==> src/hdl/float16_round_trip_cast_top_macros.svh <==
// Assertion macros shared by the float16 round-trip cast design.
`ifndef FLOAT16_ROUND_TRIP_CAST_TOP_MACROS_SVH
`define FLOAT16_ROUND_TRIP_CAST_TOP_MACROS_SVH

// Same-cycle implication, checked on every rising edge outside reset.
`define F16RT_ASSERT_NOW(label, clk, rstn, ante, cons, msg) \
    label: assert property (@(posedge clk) disable iff (!rstn) (ante) |-> (cons)) \
        else $error(msg);

// Next-cycle implication, checked on every rising edge outside reset.
`define F16RT_ASSERT_NEXT(label, clk, rstn, ante, cons, msg) \
    label: assert property (@(posedge clk) disable iff (!rstn) (ante) |=> (cons)) \
        else $error(msg);

`endif

==> src/hdl/f16rt_pkg.sv <==
// Types and constants for the float16 round-trip cast design.
package f16rt_pkg;

    // Largest finite half magnitude (65504) and single infinity, as single bit patterns.
    localparam logic [31:0] HALF_MAX_MAG = 32'h477F_E000;
    localparam logic [31:0] F32_INF_MAG  = 32'h7F80_0000;

    // Difference between the single and half exponent biases.
    localparam logic signed [9:0] EXP_BIAS_DIFF = 10'sd112;
    // Rebased exponents that bound the flush, subnormal and infinity ranges.
    localparam logic signed [9:0] HALF_FLUSH_EXP = -10'sd10;
    localparam logic signed [9:0] HALF_ZERO_EXP  = 10'sd0;
    localparam logic signed [9:0] HALF_SUB_SHIFT = 10'sd14;
    localparam logic signed [9:0] HALF_EXP_INF   = 10'sd31;

    // Half an ulp of the half mantissa, placed in the single mantissa.
    localparam logic [23:0] HALF_ROUND = 24'h00_1000;
    // Exponent and mantissa field of a half infinity.
    localparam logic [14:0] HALF_INF = 15'h7C00;

    localparam logic [4:0] HALF_EXP_MAX   = 5'h1F;
    localparam logic [7:0] F32_EXP_MAX    = 8'hFF;
    localparam logic [7:0] F32_REBIAS     = 8'd112;
    // Single exponent of a normalized half subnormal is this plus the leading-one index.
    localparam logic [7:0] SUB_EXP_BASE   = 8'd103;

    typedef struct packed {
        logic [15:0] half_bits;
        logic [31:0] widened_bits;
        logic        overflow;
    } f16rt_result_t;

endpackage

==> src/hdl/float16_round_trip_cast_top.sv <==
// Top level of the float16 round-trip cast: input register, converter, result register.
// A result is registered in the result register after its item passes the input register and converter.
// Throughput is one item per cycle while the consumer keeps m_ready high.
// Back-pressure propagates through both registers, so items are held and never dropped.
// Synchronous active-low reset clears both valid flags; payload registers are not reset.
`include "float16_round_trip_cast_top_macros.svh"

module float16_round_trip_cast_top (
    input  logic        aclk,
    input  logic        aresetn,

    input  logic        s_valid,
    output logic        s_ready,
    input  logic [31:0] s_value_bits,
    input  logic        s_last_in,

    output logic        m_valid,
    input  logic        m_ready,
    output logic [15:0] m_half_bits,
    output logic [31:0] m_widened_bits,
    output logic        m_overflow,
    output logic        m_last_out
);

    // The input register holds one item for the converter.
    logic        in_valid_reg;
    logic        in_valid_next;
    logic [31:0] in_value_reg;
    logic        in_last_reg;

    // The result register holds one finished item until the consumer takes it.
    logic                     out_valid_reg;
    logic                     out_valid_next;
    f16rt_pkg::f16rt_result_t out_result_reg;
    logic                     out_last_reg;

    f16rt_pkg::f16rt_result_t conv_result;

    logic out_ready;
    logic in_load;
    logic out_load;

    // The result register can take a new item when empty or being drained this cycle.
    assign out_ready = !out_valid_reg || m_ready;
    // The input register can take a new item when empty or moving forward this cycle.
    assign s_ready   = !in_valid_reg || out_ready;
    assign in_load   = s_valid && s_ready;
    assign out_load  = in_valid_reg && out_ready;

    f16rt_convert u_convert (
        .value_bits (in_value_reg),
        .result     (conv_result)
    );

    always_comb begin
        in_valid_next = in_valid_reg;
        if (in_load) begin
            in_valid_next = 1'b1;
        end else if (out_load) begin
            in_valid_next = 1'b0;
        end

        out_valid_next = out_valid_reg;
        if (out_load) begin
            out_valid_next = 1'b1;
        end else if (m_ready) begin
            out_valid_next = 1'b0;
        end
    end

    always_ff @(posedge aclk) begin
        if (!aresetn) begin
            in_valid_reg  <= 1'b0;
            out_valid_reg <= 1'b0;
        end else begin
            in_valid_reg  <= in_valid_next;
            out_valid_reg <= out_valid_next;
        end
    end

    // Payload registers load only on a transfer into their stage.
    always_ff @(posedge aclk) begin
        if (in_load) begin
            in_value_reg <= s_value_bits;
            in_last_reg  <= s_last_in;
        end
        if (out_load) begin
            out_result_reg <= conv_result;
            out_last_reg   <= in_last_reg;
        end
    end

    assign m_valid        = out_valid_reg;
    assign m_half_bits    = out_result_reg.half_bits;
    assign m_widened_bits = out_result_reg.widened_bits;
    assign m_overflow     = out_result_reg.overflow;
    assign m_last_out     = out_last_reg;

    // An overflowing item carries zero bit patterns in both result fields.
    `F16RT_ASSERT_NOW(a_ovf_zero, aclk, aresetn, m_valid && m_overflow,
        m_half_bits == 16'd0 && m_widened_bits == 32'd0, "overflow item has nonzero bits")

    // With both registers full and the consumer stalled, no new item may enter.
    `F16RT_ASSERT_NOW(a_full_stall, aclk, aresetn, in_valid_reg && out_valid_reg && !m_ready,
        !s_ready, "input accepted while pipeline is full and stalled")

    // An accepted item always occupies the input register on the next cycle.
    `F16RT_ASSERT_NEXT(a_in_load, aclk, aresetn, s_valid && s_ready,
        in_valid_reg, "accepted item lost from input register")

    // A half infinity always widens to a single with an all-ones exponent.
    `F16RT_ASSERT_NOW(a_inf_widen, aclk, aresetn,
        m_valid && m_half_bits[14:10] == f16rt_pkg::HALF_EXP_MAX,
        m_widened_bits[30:23] == f16rt_pkg::F32_EXP_MAX, "half infinity widened wrongly")

endmodule

==> src/hdl/f16rt_convert.sv <==
// Combinational narrowing of one single to half and widening of it back to single.
module f16rt_convert (
    input  logic [31:0]               value_bits,
    output f16rt_pkg::f16rt_result_t  result
);

    logic              sign;
    logic [31:0]       mag;
    logic              ovf;
    logic signed [9:0] exp_half;
    logic [4:0]        sub_shift;
    logic [24:0]       sub_sum;
    logic [24:0]       sub_q;
    logic [23:0]       norm_sum;
    logic signed [9:0] exp_round;
    logic [15:0]       half;
    logic [4:0]        he;
    logic [9:0]        hm;
    logic [3:0]        lead;
    logic [10:0]       norm_m;
    logic [31:0]       widened;

    assign sign = value_bits[31];
    assign mag  = {1'b0, value_bits[30:0]};
    assign ovf  = (mag > f16rt_pkg::HALF_MAX_MAG) && (mag <= f16rt_pkg::F32_INF_MAG);

    assign exp_half = $signed({2'b00, value_bits[30:23]}) - f16rt_pkg::EXP_BIAS_DIFF;

    // Subnormal path: the implicit one is kept and the sum is shifted right by 14 to 24.
    assign sub_shift = 5'(f16rt_pkg::HALF_SUB_SHIFT - exp_half);
    assign sub_sum   = {2'b01, value_bits[22:0]} + (25'd1 << (sub_shift - 5'd1));
    assign sub_q     = sub_sum >> sub_shift;

    // Normal path: a carry out of the mantissa leaves the kept bits zero and bumps the exponent.
    assign norm_sum  = {1'b0, value_bits[22:0]} + f16rt_pkg::HALF_ROUND;
    assign exp_round = exp_half + $signed({9'd0, norm_sum[23]});

    always_comb begin
        if (ovf) begin
            half = '0;
        end else if (exp_half < f16rt_pkg::HALF_FLUSH_EXP) begin
            half = {sign, 15'd0};
        end else if (exp_half <= f16rt_pkg::HALF_ZERO_EXP) begin
            half = {sign, 4'd0, sub_q[10:0]};
        end else if (exp_round >= f16rt_pkg::HALF_EXP_INF) begin
            half = {sign, f16rt_pkg::HALF_INF};
        end else begin
            half = {sign, exp_round[4:0], norm_sum[22:13]};
        end
    end

    assign he = half[14:10];
    assign hm = half[9:0];

    // The highest set bit of a subnormal mantissa sets the normalizing shift.
    always_comb begin
        lead = '0;
        for (int i = 0; i < 10; i++) begin
            if (hm[i]) begin
                lead = 4'(i);
            end
        end
    end

    assign norm_m = {1'b0, hm} << (4'd10 - lead);

    always_comb begin
        if (he == 5'd0) begin
            if (hm == 10'd0) begin
                widened = {half[15], 31'd0};
            end else begin
                widened = {half[15], 8'({4'd0, lead}) + f16rt_pkg::SUB_EXP_BASE,
                           norm_m[9:0], 13'd0};
            end
        end else if (he == f16rt_pkg::HALF_EXP_MAX) begin
            widened = {half[15], f16rt_pkg::F32_EXP_MAX, hm, 13'd0};
        end else begin
            widened = {half[15], 8'({3'd0, he}) + f16rt_pkg::F32_REBIAS, hm, 13'd0};
        end
    end

    assign result.half_bits    = half;
    assign result.widened_bits = widened;
    assign result.overflow     = ovf;

endmodule
==> config.mk <==
export PLATFORM = sky130hd
export DESIGN_NAME = float16_round_trip_cast_top
export DESIGN_NICKNAME = d
export VERILOG_FILES = /design/src/hdl/f16rt_pkg.sv /design/src/hdl/float16_round_trip_cast_top.sv /design/src/hdl/f16rt_convert.sv
export VERILOG_INCLUDE_DIRS = /design/src /design/src/hdl
export SDC_FILE = /design/constraint.sdc
export NUM_CORES = 1
export LEC_CHECK = 0
export BUFFER_PORTS_ARGS = -buffer_cell sky130_fd_sc_hd__buf_2
export CORE_ASPECT_RATIO = 1.75
export CORE_UTILIZATION = 55
export CTS_BUF_LIST = sky130_fd_sc_hd__clkbuf_8 sky130_fd_sc_hd__clkbuf_16
export CTS_CLUSTER_SIZE = 8
export DETAILED_ROUTE_END_ITERATION = 16
export PLACE_DENSITY = 0.82
export SETUP_SLACK_MARGIN = 0.1
export SYNTH_ARGS = -nofsm -noshare
export SYNTH_HDL_FRONTEND = slang
export SYNTH_SLANG_ARGS = --single-unit
==> constraint.sdc <==
create_clock -name aclk -period 7.5 [get_ports aclk]
set_input_delay 0.75 -clock aclk [delete_from_list [all_inputs] [get_ports aclk]]
set_output_delay 0.75 -clock aclk [all_outputs]
set_load 0.05 [all_outputs]
==> results.cfg <==
[sta]
rsz0062_at_grt = false
sum_of_negative_setup_slack_ns = 0
maximum_clock_skew_at_final_layout_ns = 0.0147
finalWorstSetupSlack_ns = 0.184
finalMaxSlewViolations = 0
tightestPinTransition_ns = 1.03
max-slew-margin-rel_pct = 30.8
final_hold_viol_count = 0
finalCritPeriodShare_pct = 97.5
fmaxAchievable_mhz = 137
setup_viol = 0
final.min_clock_period_ns = 7.32

[placement]
place_ws_ns = 0.0572
io_buffers = 75
dp_hpwl_um = 23100
gpl.final_weighted_congestion = 1.05

[global_route]
use_met2_pct = 73.5
first_global_vias = 9010
number_of_antenna_violations_at_the_first_check_in_global_routing = 1
met3_usage_pct = 10.7
grt-ovfl-total = 0
grt_pass1_wl_um = 48400
grt_max_degree = 39
grt_usage_pct = 42.6
global_route.usage.met1_pct = 41.7
gr-max-usage-layer = met2

[cts]
cts_hold_bufs = 0
cts_root_buf = sky130_fd_sc_hd__clkbuf_16
tritoncts_num_sinks = 70
ctsLongestPathBuffers = 2
tritoncts.num_buffers = 9
worst_skew_pair.late_latency_ns = 0.35
cts.htree.levels = 3
clk_pin_slew_worst_paths_ns = 0.07
clock_tree_from_tritoncts = built

[outcome]
run_status = finished, final reports clean

[yosys]
synth.cell_area_mm2 = 0.00797
synth_compound_gate_area_share_pct = 31.5
ys_warn_count = 0
synth_seq_area_share_pct = 26.1
post_synth_mux_area_share_pct = 1.44
synth_top_family_by_area = compound AO/OA/AOI/OAI gates
async_reset_ff_share_pct = 0
yosys.area_share.adder_pct = 6.84
syn-instance-count = 984
synth_xor_xnor_area_share_pct = 3.41
synth-edff-count = 68
post_synth_and_or_nand_nor_area_fraction_pct = 25.1
netlist-cell-type-count = 94
syn_avg_cell_area_um2 = 8.10
synth_seq_cells = 70
commonest_register_cell_after_synthesis = sky130_fd_sc_hd__edfxtp_1

[setup_path]
worst_path_largest_cell_delay_ns = 0.51
path_buf_inv = 5
cp.required_ns = 7.68
crit_fanout = 13
crit_path_top_delay_cell = sky130_fd_sc_hd__or4b_1
critical_path_arrival_ns = 7.49
worstSetupPathType = register to register
critical_path_endpoint_category = register
worst-r2r-setup-slack_ns = 0.18
critical_path.top_delay_family = compound AO/OA/AOI/OAI gates
worst_setup_sp_type = register

[hold_path]
min_path_type = register to register

[floorplan]
site_rows = 57
floorplan.die_area_mm2 = 0.0150
fp.dieW_um = 93
core-area_mm2 = 0.0140
dieHeight_um = 161
initial_core_utilization_pct = 56.7
io_pins = 89

[job]
drv.max_cap_violation_count = 0

[cells_and_area]
area_growth_pct = 17.0
largest_register_ff_count = 32
n_antenna_cell = 0
layout.nets = 1161
share_of_post_route_cells_with_drive_strength_above_1_pct = 22.3

[power]
power.ir.vdd_worst_mv = 0.104
p_leak_nw = 3.64
power.density_mw_per_mm2 = 188

[route]
route.detailed.drc = 0
drt_iter0_markers = 1087
antenna_violating_nets_post_route = 0
drt_pass1_iterations = 8
post_drt_via_cell_ratio = 7.30
route.final.wire_length_um = 31500
dr_total_vias = 9220
detail_route.wl_per_cell_um = 24.9
logic make-up (layout without fill, tap and decap cells):
kind of cell    count (synthesis)  in the layout
xor+xnor                       31             31
mux                            10             10
flops                          70             70
compound gates                338            338
buf+inv                        98            188
fa+ha+maj                      43             43
other cells                     1             13
simple gates                  393            393
Yosys cell counts, types with 5 or more instances:
cell type,n,share of area (%)
sky130_fd_sc_hd__nor2_1,92,4.3
sky130_fd_sc_hd__nand2_1,85,4.0
sky130_fd_sc_hd__edfxtp_1,68,26
sky130_fd_sc_hd__a21oi_1,53,3.3
sky130_fd_sc_hd__o21ai_0,45,2.8
sky130_fd_sc_hd__ha_1,42,6.6
sky130_fd_sc_hd__clkbuf_1,40,1.9
sky130_fd_sc_hd__nand3_1,39,2.4
sky130_fd_sc_hd__nor3_1,34,2.1
sky130_fd_sc_hd__inv_1,25,1.2
sky130_fd_sc_hd__nand4_1,22,1.7
sky130_fd_sc_hd__xnor2_1,21,2.3
sky130_fd_sc_hd__nor4_1,17,1.3
sky130_fd_sc_hd__o21a_1,17,1.6
sky130_fd_sc_hd__or3_1,17,1.3
sky130_fd_sc_hd__a21o_1,16,1.5
sky130_fd_sc_hd__buf_4,16,1.5
sky130_fd_sc_hd__nand2b_1,15,1.2
sky130_fd_sc_hd__a211o_1,13,1.4
sky130_fd_sc_hd__a31oi_1,13,1.0
sky130_fd_sc_hd__nor2b_1,13,1.0
sky130_fd_sc_hd__o31ai_1,13,1.2
sky130_fd_sc_hd__o22ai_1,12,0.94
sky130_fd_sc_hd__a211oi_1,11,1.0
sky130_fd_sc_hd__o21bai_1,11,1.0
sky130_fd_sc_hd__or2_2,11,0.86
sky130_fd_sc_hd__o211ai_1,10,0.94
sky130_fd_sc_hd__xor2_1,10,1.1
sky130_fd_sc_hd__nand3b_1,9,0.85
sky130_fd_sc_hd__a2111oi_0,8,0.88
sky130_fd_sc_hd__buf_2,8,0.50
sky130_fd_sc_hd__and3_1,7,0.55
sky130_fd_sc_hd__mux2i_1,7,0.88
sky130_fd_sc_hd__o21ai_1,7,0.44
sky130_fd_sc_hd__o221ai_1,7,0.77
sky130_fd_sc_hd__o31a_1,7,0.77
sky130_fd_sc_hd__a221o_1,6,0.75
sky130_fd_sc_hd__a2bb2oi_1,6,0.66
sky130_fd_sc_hd__a311oi_1,6,0.66
sky130_fd_sc_hd__and2_1,6,0.47
sky130_fd_sc_hd__a22oi_1,5,0.47
sky130_fd_sc_hd__a31o_2,5,0.55
sky130_fd_sc_hd__o311a_1,5,0.63
sky130_fd_sc_hd__o32ai_1,5,0.55
sky130_fd_sc_hd__or4_1,5,0.47
cell type report:
type	count	area [um^2]
Inverter	29	110
Clock buffer	9	225
Sequential cell	70	2080
Tap cell	177	221
Fill cell	1207	4730
Clock inverter	7	63.8
Multi-Input combinational cell	828	5740
Timing Repair Buffer	143	886
path summary, 6_finish.rpt:
check / startpoint / end / depth (start not counted)
worst max-delay path: in_value_reg[24] / m_widened_bits[22] / 28
worst min-delay path: in_last_reg / m_last_out / 0
worst max register to register: in_value_reg[24] / m_widened_bits[22] / 28
worst min register to register: in_last_reg / m_last_out / 0
cell usage in the layout, fill, tap and decap left out, types with 9 or more instances in the layout:
cell                        netlist  final
sky130_fd_sc_hd__xnor2_1         21     20
sky130_fd_sc_hd__ha_1            42     37
sky130_fd_sc_hd__or2_2           11     11
sky130_fd_sc_hd__a211oi_1        11      9
sky130_fd_sc_hd__buf_2            8     75
sky130_fd_sc_hd__a21oi_1         53     51
sky130_fd_sc_hd__or3_1           17     17
sky130_fd_sc_hd__nor3_1          34     31
sky130_fd_sc_hd__a31oi_1         13     12
sky130_fd_sc_hd__nand2b_1        15     14
sky130_fd_sc_hd__nor2_1          92     88
sky130_fd_sc_hd__xor2_1          10     10
sky130_fd_sc_hd__nor2b_1         13     12
sky130_fd_sc_hd__o21bai_1        11     11
sky130_fd_sc_hd__edfxtp_1        68     68
sky130_fd_sc_hd__o21a_1          17     16
sky130_fd_sc_hd__conb_1           1     13
sky130_fd_sc_hd__inv_1           25     25
sky130_fd_sc_hd__nand2_1         85     83
sky130_fd_sc_hd__clkbuf_16        0      9
sky130_fd_sc_hd__a211o_1         13     13
sky130_fd_sc_hd__o31ai_1         13     11
sky130_fd_sc_hd__o21ai_1          7     10
sky130_fd_sc_hd__o22ai_1         12     11
sky130_fd_sc_hd__buf_4           16     68
sky130_fd_sc_hd__nand3_1         39     37
sky130_fd_sc_hd__a21o_1          16     16
sky130_fd_sc_hd__nand3b_1         9      9
sky130_fd_sc_hd__nand4_1         22     22
sky130_fd_sc_hd__o21ai_0         45     41
sky130_fd_sc_hd__o211ai_1        10     10
sky130_fd_sc_hd__nor4_1          17     16
where the power goes:
part,switching [W],internal (W),total [W]
Combinational,0.000550,0.000284,0.000834
Sequential,0.0000211,0.000472,0.000493
Clock,0.000192,0.000231,0.000424
Total,0.000763,0.000987,0.00175
metal layers:
layer / wire length [um] / share of wire [%]
met3: 2870 / 9.1
met4: 3150 / 10
met2: 15500 / 49
met5: 20 / 0.064
met1: 9910 / 32
timing repair:
action | CTS | global route
gates resized for setup | 3 | 51
setup endpoints to repair | 3 | 10
pin swaps | 0 | 2
buffers inserted | 1 | 1
per-stage QoR:
step / area (um^2) / total power (W) / utilization (%) / std cells / hold WS (ns)
finish: 9320 / 0.00175 / 66.4 / 1263 / 0.426
global route: 9320 / 0.00181 / 66.4 / 1263 / 0.439
CTS: 9090 / 0.00168 / 64.7 / 1262 / 0.426
detailed placement: 8780 / 0.00126 / 62.5 / 1245 / 0.418
global placement: 8780 / 0.00125 / 62.5 / 1245 / 0.408
floorplan: 8020 / 0.00103 / - / 996 / 0.400
Note: power is estimated with default switching activity, not from simulation.
